## config.mk

```make
export PLATFORM = sky130hd
export DESIGN_NAME = base64url_stream_decoder_core
export DESIGN_NICKNAME = d
export VERILOG_FILES = /design/src/rtl/b64d_pkg.sv /design/src/rtl/b64d_step.sv /design/src/rtl/base64url_stream_decoder_core.sv
export VERILOG_INCLUDE_DIRS = /design/src /design/src/rtl
export SDC_FILE = /design/constraint.sdc
export NUM_CORES = 1
export LEC_CHECK = 0
export BUFFER_PORTS_ARGS = -buffer_cell sky130_fd_sc_hd__buf_2
export CAP_MARGIN = 20
export CORE_ASPECT_RATIO = 1.2
export CORE_UTILIZATION = 60
export CTS_BUF_LIST = sky130_fd_sc_hd__clkbuf_8
export CTS_CLUSTER_SIZE = 30
export DETAILED_ROUTE_END_ITERATION = 8
export HOLD_SLACK_MARGIN = 0.1
export PLACE_DENSITY = 0.93
export SYNTH_ARGS = -nofsm -noshare
export SYNTH_HDL_FRONTEND = slang
export SYNTH_SLANG_ARGS = --single-unit
export TNS_END_PERCENT = 5
```

## constraint.sdc

```tcl
create_clock -name aclk -period 6.4 [get_ports aclk]
set_input_delay 1.28 -clock aclk [delete_from_list [all_inputs] [get_ports aclk]]
set_output_delay 1.28 -clock aclk [all_outputs]
set_load 0.005 [all_outputs]
```

## src/rtl/base64url_stream_decoder_core_defines.svh

```systemverilog
// assertion macros shared by the decoder rtl
`ifndef BASE64URL_STREAM_DECODER_CORE_DEFINES_SVH
`define BASE64URL_STREAM_DECODER_CORE_DEFINES_SVH

// same-cycle implication, checked out of reset
`define B64D_ASSERT_NOW(label, clk, rstn, ante, cons) \
    label: assert property (@(posedge clk) disable iff (!rstn) (ante) |-> (cons)) \
        else $error("b64d assertion failed");

// next-cycle implication, checked out of reset
`define B64D_ASSERT_NEXT(label, clk, rstn, ante, cons) \
    label: assert property (@(posedge clk) disable iff (!rstn) (ante) |=> (cons)) \
        else $error("b64d assertion failed");

`endif

```

## src/rtl/b64d_pkg.sv

```systemverilog
// shared types, status codes and symbol table for the base64url decoder
package b64d_pkg;

    localparam logic [2:0] ST_OK       = 3'd0;
    localparam logic [2:0] ST_BAD_CHAR = 3'd1;
    localparam logic [2:0] ST_DANGLING = 3'd2;
    localparam logic [2:0] ST_FULL     = 3'd3;
    localparam logic [2:0] ST_TAIL     = 3'd4;

    localparam logic [7:0] NO_SYMBOL = 8'hFF;
    localparam logic [15:0] CAPACITY_RESET = 16'hFFFF;

    typedef struct packed {
        logic [7:0] text_char;
        logic       end_of_text;
    } in_word_t;

    typedef struct packed {
        logic [7:0]  data_byte;
        logic        byte_valid;
        logic        finished;
        logic [2:0]  status;
        logic [15:0] decoded_length;
    } out_word_t;

    typedef struct packed {
        logic [1:0] phase;
        logic [7:0] partial_byte;
        logic       draining;
    } msg_state_t;

    function automatic logic [7:0] symbol_value(input logic [7:0] c);
        logic [7:0] v;
        v = NO_SYMBOL;
        if (c >= 8'h41 && c <= 8'h5A) begin
            v = c - 8'h41;
        end else if (c >= 8'h61 && c <= 8'h7A) begin
            v = c - 8'h61 + 8'd26;
        end else if (c >= 8'h30 && c <= 8'h39) begin
            v = c - 8'h30 + 8'd52;
        end else if (c == 8'h2D) begin
            v = 8'd62;
        end else if (c == 8'h5F) begin
            v = 8'd63;
        end
        return v;
    endfunction

endpackage

```

## src/rtl/b64d_step.sv

```systemverilog
// per-character decode: next message state and the result word
module b64d_step
    import b64d_pkg::*;
#(
    parameter int COUNT_WIDTH = 16
) (
    input  in_word_t               in_word,
    input  msg_state_t             cur_state,
    input  logic [COUNT_WIDTH-1:0] cur_count,
    input  logic [15:0]            capacity,
    output msg_state_t             nxt_state,
    output logic [COUNT_WIDTH-1:0] nxt_count,
    output logic                   emit,
    output out_word_t              result
);

    localparam int EXT_W = (COUNT_WIDTH > 16) ? COUNT_WIDTH : 16;

    logic [7:0]             sym;
    logic [5:0]             x;
    logic [COUNT_WIDTH-1:0] cnt_inc;
    logic [EXT_W-1:0]       cnt_ext;
    logic [EXT_W-1:0]       inc_ext;
    logic [EXT_W-1:0]       cap_ext;
    logic [7:0]             dec_byte;
    logic [7:0]             tail;
    logic                   mid_group;

    assign sym     = symbol_value(in_word.text_char);
    assign x       = sym[5:0];
    assign cnt_inc = cur_count + COUNT_WIDTH'(1);
    assign cnt_ext = EXT_W'(cur_count);
    assign inc_ext = EXT_W'(cnt_inc);
    assign cap_ext = EXT_W'(capacity);

    always_comb begin
        nxt_state = cur_state;
        nxt_count = cur_count;
        emit      = 1'b0;
        result    = '0;
        result.decoded_length = cnt_ext[15:0];
        dec_byte  = 8'h00;
        tail      = 8'h00;
        mid_group = 1'b0;

        if (cur_state.draining) begin
            if (in_word.end_of_text) begin
                nxt_state = '0;
                nxt_count = '0;
            end
        end else if (in_word.end_of_text) begin
            emit            = 1'b1;
            result.finished = 1'b1;
            result.status   = (cur_state.phase == 2'd1) ? ST_DANGLING : ST_OK;
            nxt_state       = '0;
            nxt_count       = '0;
        end else if (sym == NO_SYMBOL) begin
            emit               = 1'b1;
            result.finished    = 1'b1;
            result.status      = ST_BAD_CHAR;
            nxt_state.draining = 1'b1;
        end else if (cnt_ext == cap_ext) begin
            emit               = 1'b1;
            result.finished    = 1'b1;
            result.status      = ST_FULL;
            nxt_state.draining = 1'b1;
        end else begin
            case (cur_state.phase)
                2'd0: begin
                    nxt_state.partial_byte = {x, 2'b00};
                    nxt_state.phase        = 2'd1;
                end
                2'd1: begin
                    dec_byte  = cur_state.partial_byte | {6'b0, x[5:4]};
                    tail      = {x[3:0], 4'b0};
                    mid_group = 1'b1;
                end
                2'd2: begin
                    dec_byte  = cur_state.partial_byte | {4'b0, x[5:2]};
                    tail      = {x[1:0], 6'b0};
                    mid_group = 1'b1;
                end
                default: begin
                    dec_byte               = cur_state.partial_byte | {2'b0, x};
                    nxt_count              = cnt_inc;
                    nxt_state.partial_byte = 8'h00;
                    nxt_state.phase        = 2'd0;
                    emit                   = 1'b1;
                    result.data_byte       = dec_byte;
                    result.byte_valid      = 1'b1;
                    result.decoded_length  = inc_ext[15:0];
                end
            endcase

            if (mid_group) begin
                nxt_count             = cnt_inc;
                emit                  = 1'b1;
                result.data_byte      = dec_byte;
                result.byte_valid     = 1'b1;
                result.decoded_length = inc_ext[15:0];
                if (inc_ext == cap_ext) begin
                    nxt_state.draining = 1'b1;
                    result.finished    = 1'b1;
                    result.status      = (tail == 8'h00) ? ST_OK : ST_TAIL;
                end else begin
                    nxt_state.partial_byte = tail;
                    nxt_state.phase        = cur_state.phase + 2'd1;
                end
            end
        end
    end

endmodule

```

## src/rtl/base64url_stream_decoder_core.sv

```systemverilog
// base64url stream decoder top level: state, config and output registers
//
// Input channel s_valid/s_ready/s_data carries one word per character:
// an ASCII character, or the end-of-text flag that closes a message.
// Output channel m_valid/m_ready/m_data carries zero or one word per
// input word: a decoded byte, a final status with the byte count, or both.
// Each input word is decoded in the cycle it is accepted and its result
// appears on m_data in the next cycle; one word per cycle while m_ready holds.
// The output register is the only buffer; s_ready is high whenever it is
// empty or is being emptied in the same cycle, so a stalled receiver
// stops the input after a single pending result.
// cfg_wr_en/cfg_wr_data write the output capacity; write it only while
// no message result is outstanding.
// After a message ends on an error or a full output, characters are
// dropped without result until the end-of-text word.
// Synchronous active-low reset sets capacity to 65535 and clears the
// message state and the output valid flag.
`include "base64url_stream_decoder_core_defines.svh"

module base64url_stream_decoder_core
    import b64d_pkg::*;
#(
    parameter int COUNT_WIDTH = 16
) (
    input  logic        aclk,
    input  logic        aresetn,
    input  logic        cfg_wr_en,
    input  logic [15:0] cfg_wr_data,
    input  logic        s_valid,
    output logic        s_ready,
    input  in_word_t    s_data,
    output logic        m_valid,
    input  logic        m_ready,
    output out_word_t   m_data
);

    msg_state_t             state_reg;
    msg_state_t             state_next;
    logic [COUNT_WIDTH-1:0] count_reg;
    logic [COUNT_WIDTH-1:0] count_next;
    logic [15:0]            capacity_reg;
    logic                   m_valid_reg;
    out_word_t              m_data_reg;
    logic                   emit;
    out_word_t              result;
    logic                   accept;

    assign s_ready = !m_valid_reg || m_ready;
    assign accept  = s_valid && s_ready;
    assign m_valid = m_valid_reg;
    assign m_data  = m_data_reg;

    b64d_step #(
        .COUNT_WIDTH(COUNT_WIDTH)
    ) u_step (
        .in_word   (s_data),
        .cur_state (state_reg),
        .cur_count (count_reg),
        .capacity  (capacity_reg),
        .nxt_state (state_next),
        .nxt_count (count_next),
        .emit      (emit),
        .result    (result)
    );

    always_ff @(posedge aclk) begin
        if (!aresetn) begin
            state_reg    <= '0;
            count_reg    <= '0;
            capacity_reg <= CAPACITY_RESET;
            m_valid_reg  <= 1'b0;
        end else begin
            if (cfg_wr_en) begin
                capacity_reg <= cfg_wr_data;
            end
            if (accept) begin
                state_reg   <= state_next;
                count_reg   <= count_next;
                m_valid_reg <= emit;
            end else if (m_ready) begin
                m_valid_reg <= 1'b0;
            end
        end
    end

    always_ff @(posedge aclk) begin
        if (accept && emit) begin
            m_data_reg <= result;
        end
    end

    // status is only reported on the closing word
    `B64D_ASSERT_NOW(a_status_only_when_finished, aclk, aresetn,
        m_valid && !m_data.finished, m_data.status == ST_OK)
    // no byte means a zero data field
    `B64D_ASSERT_NOW(a_byte_zero_when_invalid, aclk, aresetn,
        m_valid && !m_data.byte_valid, m_data.data_byte == 8'h00)
    // end of text always restarts the message
    `B64D_ASSERT_NEXT(a_eot_clears_state, aclk, aresetn,
        accept && s_data.end_of_text,
        state_reg == '0 && count_reg == '0)
    // an accepted word with a result is presented next cycle
    `B64D_ASSERT_NEXT(a_result_presented, aclk, aresetn,
        accept && emit, m_valid_reg)

endmodule

```

* Word level (Yosys, flattened, before mapping)
Cells that the tools add are included.
** Operators by class
- Reductions and logical operators :: 14
- Shift-type cells :: 0
- Equality and inequality tests :: 10
- Multiply operators :: 0
- Bitwise operators :: 3
- Mux-type cells :: 54
- Divide/modulo/power cells :: 0
- Magnitude comparators :: 6
- Add/sub/neg operators :: 7
** Operators by type and width (count)
- 16-bit 2-to-1 mux :: 11
- 8-bit 2-to-1 mux :: 9
- 11-bit 2-to-1 mux :: 4
- 16-bit == test :: 2
- 10-bit 2-to-1 mux :: 3
- 29-bit 2-to-1 mux :: 1
- 8-bit one-hot mux with 3 select lines :: 1
- 10-bit one-hot mux with 2 select lines :: 1
- 16-bit by 1-bit adder with 16-bit output (second input constant) :: 1
- 8-bit by 7-bit >= comparator with 1-bit output (second input constant) :: 2
- 8-bit by 7-bit less-or-equal comparator with 1-bit output (second input constant) :: 2
- 1-bit 2-to-1 mux :: 16
- 4-bit 2-to-1 mux :: 4
- 8-bit one-hot mux with 2 select lines :: 1
- 8-bit by 7-bit subtractor with 8-bit output (second input constant) :: 2
- 9-bit 2-to-1 mux :: 1
- 8-bit by 5-bit adder with 8-bit output (second input constant) :: 1
- 8-bit by 6-bit adder with 8-bit output (second input constant) :: 1
- 8-bit by 6-bit == test with 1-bit output (second input constant) :: 1
- 8-bit by 7-bit == test with 1-bit output (second input constant) :: 1
- 8-bit == test (second input constant) :: 1
- 8-bit by 6-bit >= comparator with 1-bit output (second input constant) :: 1
- 8-bit by 6-bit less-or-equal comparator with 1-bit output (second input constant) :: 1
- 8-bit logical NOT :: 1
- 19 further kinds :: 25
** Storage, ports and cells
- Register bits after elaboration :: 73
- Bits in latches :: 0
- Bits of input ports :: 30
- Memories :: 0
- Memory bits (writable) :: 0
- Memory bits (read-only) :: 0
- Logic and storage cells :: 105

* Depth between registers and ports, before layout
- Word-level depth :: 19
- Gate-level depth with buffers :: 11
- Mapped depth without buffers :: 9

* Modules after synthesis
Synthesis repeated with hierarchy kept, for this count alone.
** Unflattened totals
- Cell total of the unflattened synthesis :: 611
- Area total of the unflattened synthesis :: 5333.9 µm²
** Modules (own cells, without submodules)
- b64d_step :: cells an instance 407, seq. area each 0.0 µm², area each 2743.9 µm², times used 1
- base64url_stream_decoder_core :: cells an instance 204, seq. area each 1751.7 µm², area each 2590.0 µm², times used 1

* Least setup slack after synthesis
OpenSTA, ideal clock, no wires.
- Kind :: input-to-reg
- Start :: input port s_data[3] (netlist name)
- End :: register m_data_reg (netlist bit m_data[0]) (enable)
- Path buffers :: 0
- Setup time :: 469 ps
- Data required time :: 5931 ps
- Arrival time :: 5066 ps
- Slack :: 866 ps
- Cell stages on the path :: 9
- Cells stage by stage :: inv_1 ha_1 a21oi_1 o311ai_4 nor4_1 a21o_1 or2_2 inv_1 a311oi_1
** On the way
- Word-level cells in the longest chain between the ends :: 11
- Elaborated cells between the ends (all ways) :: 26
- Those cells by class :: 5 x add/sub; 6 x order compare; 3 x eq/ne; 8 x mux; 4 x reduce/logical
** Ends and longest elaborated chain
- from (decl) :: RTL line base64url_stream_decoder_core.sv:31 : input in_word_t s_data,
- branches (longest 5 deep; another with 8-bit by 6-bit subtractor with 8-bit output)
- 8-bit 2-to-1 mux * :: RTL line b64d_pkg.sv:35 : if (c >= 8'h41 && c <= 8'h5A) begin
- 8-bit == test * :: RTL line b64d_step.sv:57 : end else if (sym == NO_SYMBOL) begin
- 1-bit 2-to-1 mux * :: RTL line b64d_step.sv:57
- 1-bit 2-to-1 mux * :: RTL line b64d_step.sv:51 : end else if (in_word.end_of_text) begin
- 1-bit 2-to-1 mux * :: RTL line b64d_step.sv:46 : if (cur_state.draining) begin
- 1-bit logical AND * :: RTL line base64url_stream_decoder_core.sv:87 : if (accept && emit) begin
- to (signal assigned) :: RTL line base64url_stream_decoder_core.sv:88 : m_data_reg <= result;
- to (decl) :: RTL line base64url_stream_decoder_core.sv:43 : out_word_t m_data_reg;
Mark *: on every way between the ends.
A chain may end at the register's enable or synchronous reset.

* Worst setup path in the final report
- Start :: input port s_data[3] (netlist name)
- End :: register count_reg[0]
** On the way
- Word-level cells in the longest chain between the ends :: 9
- Elaborated cells between the ends (all ways) :: 24
- Those cells by class :: 5 x add/sub; 6 x order compare; 4 x eq/ne; 5 x mux; 4 x reduce/logical
** Ends and longest elaborated chain
- branches (longest 5 deep; another with 8-bit by 6-bit subtractor with 8-bit output)
- 8-bit 2-to-1 mux * :: RTL line b64d_pkg.sv:35
- 8-bit == test * :: RTL line b64d_step.sv:57
- 2-bit inequality test (no line) *
- 4-bit AND reduction (no line) *
- to (signal assigned) :: RTL line base64url_stream_decoder_core.sv:78 : count_reg <= count_next;
- to (decl) :: RTL line base64url_stream_decoder_core.sv:39 : logic [COUNT_WIDTH-1:0] count_reg;
Marks and branches as above.

==> impl_metrics.tcl <==
set metrics [dict create \
    worstPathArrival_ps 4280 \
    cts_tree "done" \
    die-area_mm2 0.00794 \
    cts_setup_buffers 0 \
    vias 4118 \
    ios 61 \
    clk_path_buf_depth 2 \
    skew_ps 11.4 \
    tns_ps 0 \
    maxCapViolations 0 \
    min-delay-start "state_reg[4]" \
    finalNetCount 589 \
    chipHeight_um 97.4 \
    yosysTopAreaCellShare 0.194 \
    ctsResizeCount 0 \
    grt_usage 0.315 \
    critical_path_peak_fanout 9 \
    p_per_area_mw_per_mm2 222 \
    endpoint_kind "register" \
    ys_warn_count 0 \
    async_flop_share 0 \
    grt_use_met1 0.363 \
    met3_usage 0.0488 \
    finalNonFillerCells 639 \
    final_common_cell "buf_2" \
    min_path_type "register to register" \
    ant_nets 0 \
    dp_hpwl_mm 7.98 \
    drc 0 \
    synth_ff_type "dfxtp_1" \
    cts_hold_buf 0 \
    drtPass1Iterations 5 \
    ys_types 72 \
    initial_core_util 0.622 \
    grt_max_degree 30 \
    use_met2 0.532 \
    drt-vias-per-instance 6.44 \
    core_mm2 0.00732 \
    max-vdd-ir-drop_v 0.000189 \
    tightest_slew_ps 930 \
    seqCellArea_mm2 0.00175 \
    largest_reg_flops 29 \
    yosys_register_bits 73 \
    cp-start-kind "input pin" \
    hold_depth 1 \
    rows 34 \
    rr_startpoint "count_reg[0]" \
    avgSynthCellArea_um2 9.16 \
    areaGrowthSynthToFinish_pct 13.5 \
    h-tree-depth 3 \
    setup_viol 0 \
    post-route-period-util 0.629 \
    critPathRequiredTime_ps 6650 \
    final_cell_mix "buf_2 (60), nand2_1 (51), dfxtp_1 (44)" \
    antenna_cells 0 \
    min_to "state_reg[4]" \
    io_buffer_count 60 \
    critical_path.max_stage_delay_ps 840 \
    slowest_stage "o41ai_2" \
    drive_gt1_frac 0.182 \
    slew_viol_final 0 \
    grt_pass1_wl_mm 19.2 \
    cts_made_buffers 9 \
    globalplace.congestion 0.916 \
    synth_top_area_cell "dfxtp_1" \
    drt_iter0_markers 449 \
    rsz0062_at_grt "no" \
    synth_nets 542 \
    ff2ff_path_depth 8 \
    clock_latency_ps 360 \
    synth.top_cells.by_area "dfxtp_1 (19%), edfxtp_1 (19%), mux2i_1 (5.3%)" \
    wl_mm 11.8 \
    dp.cells 622 \
    antenna_found_initial 0 \
    syn-instance-count 497 \
    period_needed_ps 4030 \
    grt-ovfl-total 0 \
    grt_busiest_layer "met2" \
    fmax_mhz 248 \
    outcome "complete, no violations" \
    synth-seq-area-share 0.385 \
    cp_cell_sequence "buf_2 -> inv_1 -> ha_1 -> nor2b_1 -> o31a_1 -> nand2b_1 -> and3_1 -> o41ai_2 -> o21ai_0 -> mux2_2" \
    cts_root_buf "clkbuf_8" \
    dieWidth_um 81.5 \
    fillers 525 \
    timing.rr.end "m_data[19]" \
    rrSetupSlack_ps 3140 \
    p_leak_nw 2.04 \
    grt_pass1_vias 4069 \
    clock_sinks 73 \
    wl_per_cell_um 18.5 \
    hold_violations 0 \
    multi_input_area_mm2 0.00260 \
    syn_area_mm2 0.00455 \
    worst-setup-path-type "input pin to register" \
    path_clk_slew_ps 80 \
    slew_headroom 0.374 \
    synth_edf_count 29 \
]
==> cell families (layout without fill, tap and decap cells) <==
group | count (synthesis) | in the layout | share of synthesized area
AOI/OAI and AO/OA | 108 | 108 | 0.173
xor gates and xnor gates | 39 | 39 | 0.0750
buffers and inverters | 53 | 105 | 0.0476
DFF | 73 | 73 | 0.385
muxes | 26 | 26 | 0.0577
adders and majority gates | 15 | 15 | 0.0412
and+or+nand+nor | 183 | 183 | 0.221
==> worst max-delay path: cells and delay by family <==
family / cells / cell delay, ps
buf+inv: 2 / 290
fa+ha+maj: 1 / 260
mux: 1 / 350
compound gates: 3 / 1400
simple gates: 3 / 690
==> worst max-delay path by stage <==
stage / to / cells after the start / start / slack, ps
2_1_floorplan: m_data[0] / 9 / s_data[3] / 870
3_3_place_gp: count_reg[0] / 10 / s_data[3] / 2230
3_5_place_dp: count_reg[0] / 10 / s_data[3] / 2130
4_1_cts: count_reg[0] / 10 / s_data[3] / 2450
5_1_grt: count_reg[0] / 10 / s_data[3] / 2170
6_report: count_reg[0] / 10 / s_data[3] / 2370
==> per-stage QoR <==
stage / utilization / cell area, um^2 / setup slack [ps] / hold WS [ps] / total power, mW
global placement: 0.667 / 4880 / 2230 / 459 / 0.652
finish: 0.706 / 5170 / 2370 / 500 / 1.15
CTS: 0.705 / 5150 / 2450 / 490 / 1.15
global route: 0.706 / 5170 / 2170 / 504 / 1.18
detailed placement: 0.667 / 4880 / 2130 / 471 / 0.658
floorplan: - / 4550 / 866 / 437 / 0.609
==> cell usage after synthesis, types with 4 or more instances <==
master    count
nand2_1      51
dfxtp_1      44
nor2_1       35
edfxtp_1     29
inv_1        26
a21oi_1      25
xnor2_1      25
mux2i_1      24
clkbuf_1     19
o21ai_0      16
ha_1         15
nand3_1      15
xor2_1       14
a22o_1        9
nor4_1        9
or3_1         9
nor3_1        8
and3_1        7
a31oi_1       5
and4_1        5
nand2b_1      5
nor3b_1       5
o22ai_1       5
a221o_1       4
a22oi_1       4
buf_4         4
nand3b_1      4
nor2b_1       4
o21a_1        4
o21ai_1       4
or2_2         4
==> power breakdown <==
part	internal, mW	switching, mW	leakage, nW
registers	0.506	0.0121	0.643
logic	0.0526	0.0810	1.26
clock network	0.319	0.178	0.140
total	0.878	0.271	2.04
==> area by class of cell <==
type | instances | area share
clock buffers | 11 | 0.0293
flip-flops and latches | 73 | 0.339
well taps | 90 | 0.0218
multi-input cells | 371 | 0.504
clock inverters | 5 | 0.0242
repair buffers | 63 | 0.0632
inverters | 26 | 0.0189
==> per-layer routing <==
metal,vias to the layer above,wire (um)
met3,54,834
li1,1903,-
met2,235,6050
met5,-,0
met4,0,535
met1,1926,4410
Note: power is estimated with default switching activity, not from simulation.
